===== config.mk =====
export PLATFORM = sky130hd
export DESIGN_NAME = leak_valve_relay_controller_flat
export DESIGN_NICKNAME = d
export VERILOG_FILES = /design/src/sv/lvrc_pkg.sv /design/src/sv/lvrc_if.sv /design/src/sv/leak_valve_relay_controller.sv /design/src/sv/lvrc_core.sv /design/src/flat_wrapper.sv
export SDC_FILE = /design/constraint.sdc
export NUM_CORES = 1
export LEC_CHECK = 0
export ABC_AREA = 0
export BUFFER_PORTS_ARGS = -buffer_cell sky130_fd_sc_hd__buf_4
export CORE_UTILIZATION = 40
export DETAILED_ROUTE_END_ITERATION = 6
export GPL_TIMING_DRIVEN = 0
export SYNTH_ARGS = -nofsm -noshare
export SYNTH_HDL_FRONTEND = slang
export SYNTH_SLANG_ARGS = --single-unit
export TNS_END_PERCENT = 30

===== constraint.sdc =====
create_clock -name clk -period 31.2 [get_ports clk]
set_clock_uncertainty 0.2 [all_clocks]
set_input_delay 6.24 -clock clk [delete_from_list [all_inputs] [get_ports clk]]
set_output_delay 6.24 -clock clk [all_outputs]
set_load 0.1 [all_outputs]

===== src/sv/lvrc_pkg.sv =====
// Package for the leak valve relay controller: types, codes and step functions.
package lvrc_pkg;

	// Valve position codes
	localparam logic [2:0] VP_UNKNOWN = 3'd0;
	localparam logic [2:0] VP_OPENING = 3'd1;
	localparam logic [2:0] VP_OPENED  = 3'd2;
	localparam logic [2:0] VP_CLOSING = 3'd3;
	localparam logic [2:0] VP_CLOSED  = 3'd4;

	// Alarm mode codes
	localparam logic [1:0] AM_UNDECIDED = 2'd0;
	localparam logic [1:0] AM_ON        = 2'd1;
	localparam logic [1:0] AM_OFF       = 2'd2;

	// Control mode codes
	localparam logic [1:0] CM_CLOSE = 2'd1;
	localparam logic [1:0] CM_OPEN  = 2'd2;

	// Target mode bits
	localparam int TGT_CLOSE_BIT = 0;
	localparam int TGT_OPEN_BIT  = 1;

	// Configuration register indexes
	localparam logic [2:0] CFG_WORK     = 3'd0;
	localparam logic [2:0] CFG_GAP      = 3'd1;
	localparam logic [2:0] CFG_LEAK_THR = 3'd2;
	localparam logic [2:0] CFG_DRY_THR  = 3'd3;
	localparam logic [2:0] CFG_LEAK_CNT = 3'd4;
	localparam logic [2:0] CFG_CTRL_CNT = 3'd5;
	localparam logic [2:0] CFG_EXERCISE = 3'd6;

	localparam int CFG_INDEX_W = 3;
	localparam int CFG_DATA_W  = 21;

	// Configuration reset values
	localparam logic [5:0]  WORK_RST     = 6'd30;
	localparam logic [3:0]  GAP_RST      = 4'd1;
	localparam logic [11:0] LEAK_THR_RST = 12'd2222;
	localparam logic [11:0] DRY_THR_RST  = 12'd2500;
	localparam logic [3:0]  LEAK_CNT_RST = 4'd4;
	localparam logic [3:0]  CTRL_CNT_RST = 4'd3;
	localparam logic [20:0] EXERCISE_RST = 21'd300;

	localparam logic [21:0] ROT_MAX = 22'h3FFFFF;
	localparam int SETTLE_PASSES = 4;

	typedef struct packed {
		logic [5:0]  work;
		logic [3:0]  gap;
		logic [11:0] leak_thr;
		logic [11:0] dry_thr;
		logic [3:0]  leak_cnt;
		logic [3:0]  ctrl_cnt;
		logic [20:0] exercise;
	} cfg_t;

	typedef struct packed {
		logic        action;
		logic [11:0] sensor_a;
		logic [11:0] sensor_b;
		logic        control_level;
	} item_t;

	typedef struct packed {
		logic       power_relay;
		logic       control_relay;
		logic       alarm_active;
		logic [2:0] position;
		logic       motor_open_state;
	} result_t;

	typedef struct packed {
		logic [2:0]        pos;
		logic [1:0]        am;
		logic [1:0]        tgt;
		logic [1:0]        cm;
		logic              motion;
		logic              power_on;
		logic              dir_on;
		logic [5:0]        pt;
		logic [6:0]        dt;
		logic [3:0]        gt;
		logic [21:0]       rot;
		logic signed [5:0] lc;
		logic signed [5:0] cc;
	} st_t;

	function automatic logic in_motion(st_t s);
		return (s.pos == VP_OPENING) || (s.pos == VP_CLOSING);
	endfunction

	function automatic st_t begin_close(st_t s, cfg_t c);
		if (s.pos != VP_CLOSING && s.pos != VP_CLOSED && s.motion) begin
			s.pos      = VP_CLOSING;
			s.power_on = 1'b0;
			s.dir_on   = 1'b1;
			s.dt       = {2'b00, c.gap, 1'b0} + {1'b0, c.work};
			s.pt       = c.work;
			s.gt       = c.gap;
			s.rot      = '0;
		end
		return s;
	endfunction

	function automatic st_t begin_open(st_t s, cfg_t c);
		if (s.pos != VP_OPENED && s.pos != VP_OPENING && s.motion) begin
			s.pos      = VP_OPENING;
			s.dir_on   = 1'b0;
			s.power_on = 1'b1;
			s.pt       = c.work;
		end
		return s;
	endfunction

	function automatic st_t want_close(st_t s, cfg_t c);
		if (s.pos == VP_UNKNOWN) s.pos = VP_OPENED;
		if (s.pos == VP_OPENED && s.tgt[TGT_CLOSE_BIT] && !in_motion(s))
			s = begin_close(s, c);
		return s;
	endfunction

	function automatic st_t want_open(st_t s, cfg_t c);
		if (s.pos == VP_UNKNOWN) s.pos = VP_CLOSED;
		if (s.pos == VP_CLOSED && s.tgt[TGT_OPEN_BIT])
			s = begin_open(s, c);
		return s;
	endfunction

	function automatic st_t follow_request(st_t s, cfg_t c);
		if (s.tgt[TGT_OPEN_BIT] && s.cm == CM_OPEN && s.am == AM_OFF && s.motion &&
				!in_motion(s) && (s.pos == VP_CLOSED || s.pos == VP_UNKNOWN))
			s = want_open(s, c);
		if (s.tgt[TGT_CLOSE_BIT] && s.cm == CM_CLOSE && s.motion &&
				(s.pos == VP_OPENED || s.pos == VP_UNKNOWN) && !in_motion(s))
			s = want_close(s, c);
		return s;
	endfunction

	function automatic st_t exercise_check(st_t s, cfg_t c);
		if (s.rot > {1'b0, c.exercise} && s.pos == VP_CLOSED && s.am == AM_OFF &&
				s.tgt[TGT_OPEN_BIT]) begin
			s = want_open(s, c);
			s.rot = '0;
			s.tgt[TGT_CLOSE_BIT] = 1'b0;
		end
		if (s.rot > {1'b0, c.exercise} && s.pos == VP_OPENED) begin
			s.tgt[TGT_CLOSE_BIT] = 1'b1;
			s = want_close(s, c);
		end
		return s;
	endfunction

	function automatic st_t sample_control(st_t s, cfg_t c, logic level);
		logic signed [5:0] lim;
		lim = $signed({2'b00, c.ctrl_cnt});
		if (level) s.cc = s.cc - 6'sd1;
		else s.cc = s.cc + 6'sd1;
		if (s.cc > lim) begin
			s.cc  = lim;
			s.cm  = CM_CLOSE;
			s.tgt = 2'b01;
		end else if (s.cc < -lim) begin
			s.cc  = -lim;
			s.cm  = CM_OPEN;
			s.tgt = 2'b10;
		end
		return s;
	endfunction

	function automatic st_t sample_leak(st_t s, cfg_t c, logic [11:0] a, logic [11:0] b);
		logic signed [5:0] lim;
		logic [11:0]       lvl;
		lim = $signed({2'b00, c.leak_cnt});
		lvl = (a < b) ? a : b;
		if (lvl < c.leak_thr) s.lc = s.lc + 6'sd1;
		else if (lvl > c.dry_thr) s.lc = s.lc - 6'sd1;
		if (s.lc > lim) begin
			s.tgt = 2'b01;
			s.am  = AM_ON;
			s.lc  = lim;
		end
		if (s.lc < -lim) begin
			s.am = AM_OFF;
			s.lc = -lim;
		end
		return s;
	endfunction

	function automatic st_t second_tick(st_t s);
		s.motion = 1'b1;
		if (s.pos != VP_CLOSED && s.rot != ROT_MAX) s.rot = s.rot + 22'd1;
		if (s.pos == VP_OPENING) begin
			if (s.pt != '0) s.pt = s.pt - 6'd1;
			if (s.pt == '0) begin
				s.power_on = 1'b0;
				s.pos      = VP_OPENED;
			end
		end else if (s.pos == VP_CLOSING) begin
			if (s.gt == '0) begin
				if (s.pt != '0) begin
					s.power_on = 1'b1;
					s.pt       = s.pt - 6'd1;
				end else begin
					s.power_on = 1'b0;
				end
			end else begin
				s.gt = s.gt - 4'd1;
			end
			if (s.dt != '0) s.dt = s.dt - 7'd1;
			if (s.dt == '0) begin
				s.dir_on   = 1'b0;
				s.power_on = 1'b0;
				s.pos      = VP_CLOSED;
			end
		end
		return s;
	endfunction

	function automatic st_t settle_pass(st_t s, cfg_t c);
		if (s.am == AM_ON) begin
			s = want_close(s, c);
		end else begin
			s = follow_request(s, c);
			s = exercise_check(s, c);
		end
		return s;
	endfunction

endpackage


===== src/sv/lvrc_if.sv =====
// Valid/ready channel interfaces for items and results of the valve controller.
interface lvrc_item_if;
	logic        valid;
	logic        ready;
	logic        action;
	logic [11:0] sensor_a;
	logic [11:0] sensor_b;
	logic        control_level;

	modport source(output valid, output action, output sensor_a, output sensor_b,
		output control_level, input ready);
	modport sink(input valid, input action, input sensor_a, input sensor_b,
		input control_level, output ready);
endinterface

interface lvrc_result_if;
	logic       valid;
	logic       ready;
	logic       power_relay;
	logic       control_relay;
	logic       alarm_active;
	logic [2:0] position;
	logic       motor_open_state;

	modport source(output valid, output power_relay, output control_relay,
		output alarm_active, output position, output motor_open_state, input ready);
	modport sink(input valid, input power_relay, input control_relay,
		input alarm_active, input position, input motor_open_state, output ready);
endinterface


===== src/sv/leak_valve_relay_controller.sv =====
// Top level of the leak valve relay controller: config registers and handshake stages.
// Path: an accepted item is held in the input register, and its result is registered in the output register.
// Throughput: one item per cycle while results are taken; the state update is one combinational pass per item.
// While a finished result waits, the input register takes one more item, then input stalls.
// Reset: arst_n clears state, valid flags and loads the configuration defaults.
module leak_valve_relay_controller (
	input  logic                              clk,
	input  logic                              arst_n,
	input  logic                              cfg_we,
	input  logic [lvrc_pkg::CFG_INDEX_W-1:0] cfg_index,
	input  logic [lvrc_pkg::CFG_DATA_W-1:0]  cfg_data,
	lvrc_item_if.sink                         items,
	lvrc_result_if.source                     results
);
	import lvrc_pkg::*;

	cfg_t    cfg_q;
	item_t   item_s1;
	logic    valid_s1;
	logic    out_valid_q;
	result_t out_q;
	result_t core_result;
	logic    advance;

	// Write configuration registers
	always_ff @(posedge clk or negedge arst_n) begin
		if (!arst_n) begin
			cfg_q.work     <= WORK_RST;
			cfg_q.gap      <= GAP_RST;
			cfg_q.leak_thr <= LEAK_THR_RST;
			cfg_q.dry_thr  <= DRY_THR_RST;
			cfg_q.leak_cnt <= LEAK_CNT_RST;
			cfg_q.ctrl_cnt <= CTRL_CNT_RST;
			cfg_q.exercise <= EXERCISE_RST;
		end else if (cfg_we) begin
			case (cfg_index)
				CFG_WORK:     cfg_q.work     <= cfg_data[5:0];
				CFG_GAP:      cfg_q.gap      <= cfg_data[3:0];
				CFG_LEAK_THR: cfg_q.leak_thr <= cfg_data[11:0];
				CFG_DRY_THR:  cfg_q.dry_thr  <= cfg_data[11:0];
				CFG_LEAK_CNT: cfg_q.leak_cnt <= cfg_data[3:0];
				CFG_CTRL_CNT: cfg_q.ctrl_cnt <= cfg_data[3:0];
				CFG_EXERCISE: cfg_q.exercise <= cfg_data[20:0];
				default: ;
			endcase
		end
	end

	// Move the staged item into the output register when it is free
	assign advance     = valid_s1 && (!out_valid_q || results.ready);
	assign items.ready = !valid_s1 || advance;

	// Hold the accepted transaction in the input stage
	always_ff @(posedge clk or negedge arst_n) begin
		if (!arst_n) begin
			valid_s1 <= 1'b0;
		end else if (items.valid && items.ready) begin
			valid_s1 <= 1'b1;
		end else if (advance) begin
			valid_s1 <= 1'b0;
		end
	end

	always_ff @(posedge clk) begin
		if (items.valid && items.ready) begin
			item_s1.action        <= items.action;
			item_s1.sensor_a      <= items.sensor_a;
			item_s1.sensor_b      <= items.sensor_b;
			item_s1.control_level <= items.control_level;
		end
	end

	lvrc_core u_core (
		.clk    (clk),
		.arst_n (arst_n),
		.cfg    (cfg_q),
		.step_en(advance),
		.item   (item_s1),
		.result (core_result)
	);

	// Register the result and drop it once taken
	always_ff @(posedge clk or negedge arst_n) begin
		if (!arst_n) begin
			out_valid_q <= 1'b0;
		end else if (advance) begin
			out_valid_q <= 1'b1;
		end else if (results.ready) begin
			out_valid_q <= 1'b0;
		end
	end

	always_ff @(posedge clk) begin
		if (advance) out_q <= core_result;
	end

	assign results.valid            = out_valid_q;
	assign results.power_relay      = out_q.power_relay;
	assign results.control_relay    = out_q.control_relay;
	assign results.alarm_active     = out_q.alarm_active;
	assign results.position         = out_q.position;
	assign results.motor_open_state = out_q.motor_open_state;

	a_ready_when_empty: assert property (@(posedge clk) disable iff (!arst_n)
		!out_valid_q |-> items.ready)
		else $error("input stalled with an empty output register");

	a_stage_holds: assert property (@(posedge clk) disable iff (!arst_n)
		(valid_s1 && !advance) |=> valid_s1)
		else $error("staged item lost while stalled");

	a_result_after_advance: assert property (@(posedge clk) disable iff (!arst_n)
		advance |=> out_valid_q)
		else $error("stepped item produced no result");

endmodule


===== src/sv/lvrc_core.sv =====
// Valve controller state register and combinational step logic.
module lvrc_core (
	input  logic             clk,
	input  logic             arst_n,
	input  lvrc_pkg::cfg_t   cfg,
	input  logic             step_en,
	input  lvrc_pkg::item_t  item,
	output lvrc_pkg::result_t result
);
	import lvrc_pkg::*;

	st_t st_q;
	st_t st_nxt;

	// Apply one item, then settle the idle decisions
	always_comb begin
		st_nxt = st_q;
		if (!item.action) begin
			st_nxt = second_tick(st_nxt);
		end else if (st_nxt.am != AM_ON) begin
			st_nxt = sample_control(st_nxt, cfg, item.control_level);
			st_nxt = follow_request(st_nxt, cfg);
			st_nxt = sample_leak(st_nxt, cfg, item.sensor_a, item.sensor_b);
			st_nxt = exercise_check(st_nxt, cfg);
		end
		for (int p = 0; p < SETTLE_PASSES; p++) begin
			st_nxt = settle_pass(st_nxt, cfg);
		end
	end

	// Derive the result fields from the updated state
	always_comb begin
		result.power_relay      = st_nxt.power_on;
		result.control_relay    = st_nxt.dir_on;
		result.alarm_active     = (st_nxt.am == AM_ON);
		result.position         = st_nxt.pos;
		result.motor_open_state = (st_nxt.pos == VP_OPENING) || (st_nxt.pos == VP_OPENED);
	end

	// Advance state on each stepped item
	always_ff @(posedge clk or negedge arst_n) begin
		if (!arst_n) begin
			st_q <= '0;
		end else if (step_en) begin
			st_q <= st_nxt;
		end
	end

	a_alarm_latched: assert property (@(posedge clk) disable iff (!arst_n)
		(st_q.am == AM_ON) |=> (st_q.am == AM_ON))
		else $error("leak alarm cleared after latching");

	a_power_in_move: assert property (@(posedge clk) disable iff (!arst_n)
		st_q.power_on |-> (st_q.pos == VP_OPENING || st_q.pos == VP_CLOSING))
		else $error("power relay on outside a move");

	a_dir_in_close: assert property (@(posedge clk) disable iff (!arst_n)
		st_q.dir_on |-> (st_q.pos == VP_CLOSING))
		else $error("control relay on while not closing");

endmodule

===== src/flat_wrapper.sv =====
// flat-port wrapper written by rule: the top's interface ports become plain ports
module leak_valve_relay_controller_flat import lvrc_pkg::*;
  (clk, arst_n, cfg_we, cfg_index, cfg_data, items_valid, items_action, items_sensor_a, items_sensor_b, items_control_level, items_ready, results_valid, results_power_relay, results_control_relay, results_alarm_active, results_position, results_motor_open_state, results_ready);
  lvrc_item_if items_i ();
  lvrc_result_if results_i ();
  input  logic clk;
  input  logic arst_n;
  input  logic cfg_we;
  input  logic [lvrc_pkg::CFG_INDEX_W-1:0] cfg_index;
  input  logic [lvrc_pkg::CFG_DATA_W-1:0] cfg_data;
  input wire logic [$bits(items_i.valid)-1:0] items_valid;
  input wire logic [$bits(items_i.action)-1:0] items_action;
  input wire logic [$bits(items_i.sensor_a)-1:0] items_sensor_a;
  input wire logic [$bits(items_i.sensor_b)-1:0] items_sensor_b;
  input wire logic [$bits(items_i.control_level)-1:0] items_control_level;
  output wire logic [$bits(items_i.ready)-1:0] items_ready;
  output wire logic [$bits(results_i.valid)-1:0] results_valid;
  output wire logic [$bits(results_i.power_relay)-1:0] results_power_relay;
  output wire logic [$bits(results_i.control_relay)-1:0] results_control_relay;
  output wire logic [$bits(results_i.alarm_active)-1:0] results_alarm_active;
  output wire logic [$bits(results_i.position)-1:0] results_position;
  output wire logic [$bits(results_i.motor_open_state)-1:0] results_motor_open_state;
  input wire logic [$bits(results_i.ready)-1:0] results_ready;
  assign items_i.valid = items_valid;
  assign items_i.action = items_action;
  assign items_i.sensor_a = items_sensor_a;
  assign items_i.sensor_b = items_sensor_b;
  assign items_i.control_level = items_control_level;
  assign items_ready = items_i.ready;
  assign results_valid = results_i.valid;
  assign results_power_relay = results_i.power_relay;
  assign results_control_relay = results_i.control_relay;
  assign results_alarm_active = results_i.alarm_active;
  assign results_position = results_i.position;
  assign results_motor_open_state = results_i.motor_open_state;
  assign results_i.ready = results_ready;
  leak_valve_relay_controller u_core (.clk(clk), .arst_n(arst_n), .cfg_we(cfg_we), .cfg_index(cfg_index), .cfg_data(cfg_data), .items(items_i), .results(results_i));
endmodule

==> flow_results.xml <==
<?xml version="1.0" encoding="UTF-8"?>
<metrics>
  <group name="logic_synthesis">
    <metric name="synthesis.area" unit="sq mm">0.0176</metric>
    <metric name="postSynthAreaPerCell" unit="sq um">8.35</metric>
    <metric name="synth_edf_count" unit="">33</metric>
    <metric name="post_synth_num_cell_types" unit="">103</metric>
    <metric name="netlist_instances" unit="">2104</metric>
    <metric name="postSynth.asyncResetShare" unit="%">79.5</metric>
    <metric name="synth_top_family_by_area" unit="">compound AO/OA/AOI/OAI gates</metric>
    <metric name="synth_adder_area_share" unit="%">20.1</metric>
    <metric name="postSynthRegisterBits" unit="">161</metric>
    <metric name="synth_compound_gate_area_share" unit="%">21.7</metric>
    <metric name="synth_sequential_area_ratio" unit="%">24.0</metric>
    <metric name="post_synth_xor_area_fraction" unit="%">1.99</metric>
    <metric name="yosysWarnings" unit="">0</metric>
    <metric name="synthSimpleGateAreaFrac" unit="%">21.6</metric>
    <metric name="synthMuxAreaShare" unit="%">5.80</metric>
    <metric name="synth_top_flop_cell" unit="">sky130_fd_sc_hd__dfrtp_1</metric>
    <metric name="synthDominantCellAreaShare" unit="%">19.9</metric>
    <metric name="synthesized_netlist_net_count" unit="">2440</metric>
    <metric name="synth_top_cells_by_area" unit="">sky130_fd_sc_hd__ha_1, sky130_fd_sc_hd__dfrtp_1, sky130_fd_sc_hd__nor2_1, sky130_fd_sc_hd__edfxtp_1, sky130_fd_sc_hd__mux2_2</metric>
    <metric name="yosys.area.top_type" unit="">sky130_fd_sc_hd__ha_1</metric>
  </group>
  <group name="worst_hold_path">
    <metric name="min-delay-path-class" unit="">reg -&gt; reg</metric>
    <metric name="worst_hold_path_startpoint" unit="">u_core.u_core.st_q[2]</metric>
    <metric name="hold_path_depth" unit="">2</metric>
    <metric name="hold_path_sink" unit="">u_core.u_core.st_q[2]</metric>
  </group>
  <group name="outcome">
    <metric name="outcome" unit="">complete, but fails checks</metric>
    <metric name="violations_in_the_final_reports" unit="">DRC, setup timing</metric>
  </group>
  <group name="setup_path">
    <metric name="timing.critical_path.arrival" unit="ns">32.43</metric>
    <metric name="cp_slowest_stage_delay" unit="ns">0.55</metric>
    <metric name="crit_path_end_kind" unit="">flip-flop</metric>
    <metric name="rr_endpoint" unit="">u_core.u_core.st_q[13]</metric>
    <metric name="critPathMostFrequentCell" unit="">sky130_fd_sc_hd__o21a_1</metric>
    <metric name="r2r_start" unit="">u_core.item_s1[15]</metric>
    <metric name="startpoint_type" unit="">flip-flop</metric>
    <metric name="worst-setup-path-type" unit="">reg -&gt; reg</metric>
    <metric name="top_fanout_value_on_the_critical_path" unit="">10</metric>
    <metric name="slowest_stage" unit="">sky130_fd_sc_hd__a311oi_4</metric>
    <metric name="r2r_slack" unit="ns">-1.04</metric>
    <metric name="worstPathRequired" unit="ns">31.39</metric>
    <metric name="timing.reg2reg.worst_path_depth" unit="">173</metric>
  </group>
  <group name="place">
    <metric name="post-dp-hpwl" unit="um">44600</metric>
    <metric name="dp.cells" unit="">2753</metric>
    <metric name="pre_cts_slack" unit="ns">-8.57</metric>
    <metric name="place_congestion" unit="">0.988</metric>
    <metric name="port_buffers" unit="">63</metric>
  </group>
  <group name="route">
    <metric name="route.final.wire_length" unit="um">62900</metric>
    <metric name="detail_route.first_pass.iterations" unit="">7</metric>
    <metric name="ant_nets" unit="">0</metric>
    <metric name="avgRoutedWirePerCell" unit="um">21.6</metric>
    <metric name="avgViaCountPerCell" unit="">5.99</metric>
    <metric name="drc" unit="">17</metric>
    <metric name="via_count" unit="">17400</metric>
    <metric name="drt_first_iter_violations" unit="">1593</metric>
  </group>
  <group name="die">
    <metric name="chipHeight" unit="um">212</metric>
    <metric name="design.die.area" unit="sq mm">0.0448</metric>
    <metric name="coreArea" unit="sq mm">0.0432</metric>
    <metric name="fp-row-count" unit="">76</metric>
    <metric name="starting_density_of_the_core" unit="%">40.7</metric>
    <metric name="number_of_i_o_pins" unit="">64</metric>
    <metric name="die_w" unit="um">212</metric>
  </group>
  <group name="clock_tree">
    <metric name="ctsHoldBuffers" unit="">0</metric>
    <metric name="clk-insertion-delay-late" unit="ns">0.51</metric>
    <metric name="cts_buffer_depth" unit="">2</metric>
    <metric name="cts-buffers-inserted" unit="">17</metric>
    <metric name="cts_tree" unit="">built</metric>
    <metric name="tritoncts_num_sinks" unit="">161</metric>
    <metric name="htree_num_levels" unit="">4</metric>
    <metric name="worst_setup_hold_path_clk_slew" unit="ns">0.08</metric>
    <metric name="cts.root.buffer_cell" unit="">sky130_fd_sc_hd__clkbuf_16</metric>
  </group>
  <group name="sta">
    <metric name="fin_ws" unit="ns">-1.04</metric>
    <metric name="tightestPinTransition" unit="ns">1.22</metric>
    <metric name="finalSetupViolations" unit="">46</metric>
    <metric name="timing_hold_violations_final" unit="">0</metric>
    <metric name="post-route-min-period" unit="ns">32.24</metric>
    <metric name="timing.final.max_slew_violations" unit="">0</metric>
    <metric name="fin_setup_tns" unit="ns">-41.36</metric>
    <metric name="timing.max_slew.rel_slack" unit="%">18.5</metric>
    <metric name="rsz0062_at_grt" unit="">yes</metric>
    <metric name="clock.fmax" unit="GHz">0.0310</metric>
    <metric name="fin_crit_sh" unit="%">103</metric>
  </group>
  <group name="layout">
    <metric name="fillCellCount" unit="">4059</metric>
    <metric name="design.final.nets" unit="">2647</metric>
    <metric name="area_delta_synth_final" unit="%">25.4</metric>
    <metric name="commonest_cells_after_routing_fill_and_taps_aside" unit="">sky130_fd_sc_hd__nor2_1, sky130_fd_sc_hd__ha_1, sky130_fd_sc_hd__buf_4</metric>
    <metric name="regArea" unit="sq mm">0.00422</metric>
    <metric name="share_of_post_route_cells_with_drive_strength_above_1" unit="%">25.8</metric>
    <metric name="mostFrequentLayoutCell" unit="">sky130_fd_sc_hd__nor2_1</metric>
    <metric name="area_used_by_multi_input_combinational_logic" unit="sq mm">0.0140</metric>
    <metric name="layout.cells.non_filler" unit="">2910</metric>
    <metric name="final_util" unit="%">51.1</metric>
  </group>
  <group name="global_route">
    <metric name="vias_in_the_first_global_route" unit="">16400</metric>
    <metric name="grt_max_degree" unit="">86</metric>
    <metric name="number_of_antenna_violations_at_the_first_check_in_global_routing" unit="">1</metric>
    <metric name="wire_length_of_the_first_global_routing_pass" unit="um">94600</metric>
    <metric name="global_route.overflow_total" unit="">0</metric>
    <metric name="track_usage" unit="%">27.7</metric>
  </group>
  <group name="flow_run">
    <metric name="cap_viol_max_count" unit="">0</metric>
  </group>
</metrics>
[critical path, delay by kind of cell (launching register included)]
kind	cells	cell delay [ns]
adder cells (fa/ha/maj)	13	3.11
XOR/XNOR	1	0.13
buffers and inverters	19	2.87
flip-flops	1	0.44
multiplexers	3	0.82
AO/OA/AOI/OAI	88	16.25
AND/OR/NAND/NOR	49	8.14
[cell usage after synthesis (13+ instances only)]
cell type / count
sky130_fd_sc_hd__nand3_1: 45
sky130_fd_sc_hd__a21oi_1: 136
sky130_fd_sc_hd__xor2_1: 16
sky130_fd_sc_hd__nand4_1: 55
sky130_fd_sc_hd__xnor2_1: 24
sky130_fd_sc_hd__nor2b_1: 21
sky130_fd_sc_hd__nor3_1: 36
sky130_fd_sc_hd__nand2_1: 157
sky130_fd_sc_hd__and3_1: 18
sky130_fd_sc_hd__o21ai_0: 98
sky130_fd_sc_hd__o221ai_1: 13
sky130_fd_sc_hd__a31oi_1: 22
sky130_fd_sc_hd__nand2b_1: 24
sky130_fd_sc_hd__mux2_2: 63
sky130_fd_sc_hd__edfxtp_1: 33
sky130_fd_sc_hd__a22oi_1: 21
sky130_fd_sc_hd__inv_1: 109
sky130_fd_sc_hd__a211oi_2: 17
sky130_fd_sc_hd__dfrtp_1: 105
sky130_fd_sc_hd__nor2_1: 311
sky130_fd_sc_hd__o21a_1: 25
sky130_fd_sc_hd__a211oi_1: 23
sky130_fd_sc_hd__mux2i_1: 31
sky130_fd_sc_hd__ha_1: 279
sky130_fd_sc_hd__a21o_1: 56
sky130_fd_sc_hd__clkbuf_1: 60
sky130_fd_sc_hd__and2_1: 57
sky130_fd_sc_hd__dfstp_2: 23
[per-stage QoR]
step | hold slack (ns) | instance area [sq um]
floorplan | 0.250 | 17600
global placement | 0.276 | 18800
detailed placement | 0.286 | 18800
CTS | 0.303 | 20300
global route | 0.318 | 22000
finish | 0.300 | 22000
[registers in the layout (all words and copies together) (netlist names)]
name	count
u_core.cfg_q	63
u_core.item_s1	26
u_core.results.alarm_active	1
u_core.results.control_relay	1
u_core.results.motor_open_state	1
u_core.results.position	3
u_core.results.power_relay	1
u_core.results.valid	1
u_core.u_core.st_q	63
u_core.valid_s1	1
[what timing repair did]
action | 4_1_cts | 5_1_grt
resized for setup | 125 | 257
cloned | 1 | 6
setup endpoints to repair | 48 | 48
pin swaps | 49 | 176
buffers inserted | 54 | 64
[per-layer routing]
layer / vias to the layer above / part of all wire, % / GRT usage [%]
met5: - / 0 / 0
met4: 0 / 4.6 / 13.4
met3: 164 / 6.7 / 4.29
met2: 688 / 44 / 43.1
met1: 8399 / 44 / 37.4
li1: 8166 / - / -
[cell type report]
cell class | count | share of cell area [%]
diodes | 1 | 0.0114
clock buffers | 19 | 1.96
well taps | 585 | 3.32
plain buffers | 86 | 2.63
flip-flops and latches | 161 | 19.2
repair buffers | 188 | 6.76
inverters | 112 | 1.91
multi-input cells | 1745 | 63.6
clock inverters | 13 | 0.664
[worst max path at each step]
| stage | end | start |
|---|---|---|
| 4_1_cts | u_core.u_core.st_q[48] | u_core.item_s1[3] |
| 6_report | u_core.u_core.st_q[13] | u_core.item_s1[15] |
| 3_3_place_gp | u_core.results.control_relay | u_core.item_s1[23] |
| 5_1_grt | u_core.u_core.st_q[13] | u_core.item_s1[15] |
| 3_5_place_dp | u_core.results.control_relay | u_core.item_s1[22] |
| 2_1_floorplan | u_core.u_core.st_q[50] | u_core.item_s1[23] |
[logic make-up (layout without fill, tap and decap cells)]
family	after synthesis	in the layout
mux	94	94
fa+ha+maj	281	281
xor+xnor	40	40
flops	161	161
simple gates	794	794
buf+inv	198	418
other cells	0	1
compound gates	536	536
Power is left out: the tool's default activity adds up to more than one toggle a clock period on the data nets, which glitch-free logic cannot reach.
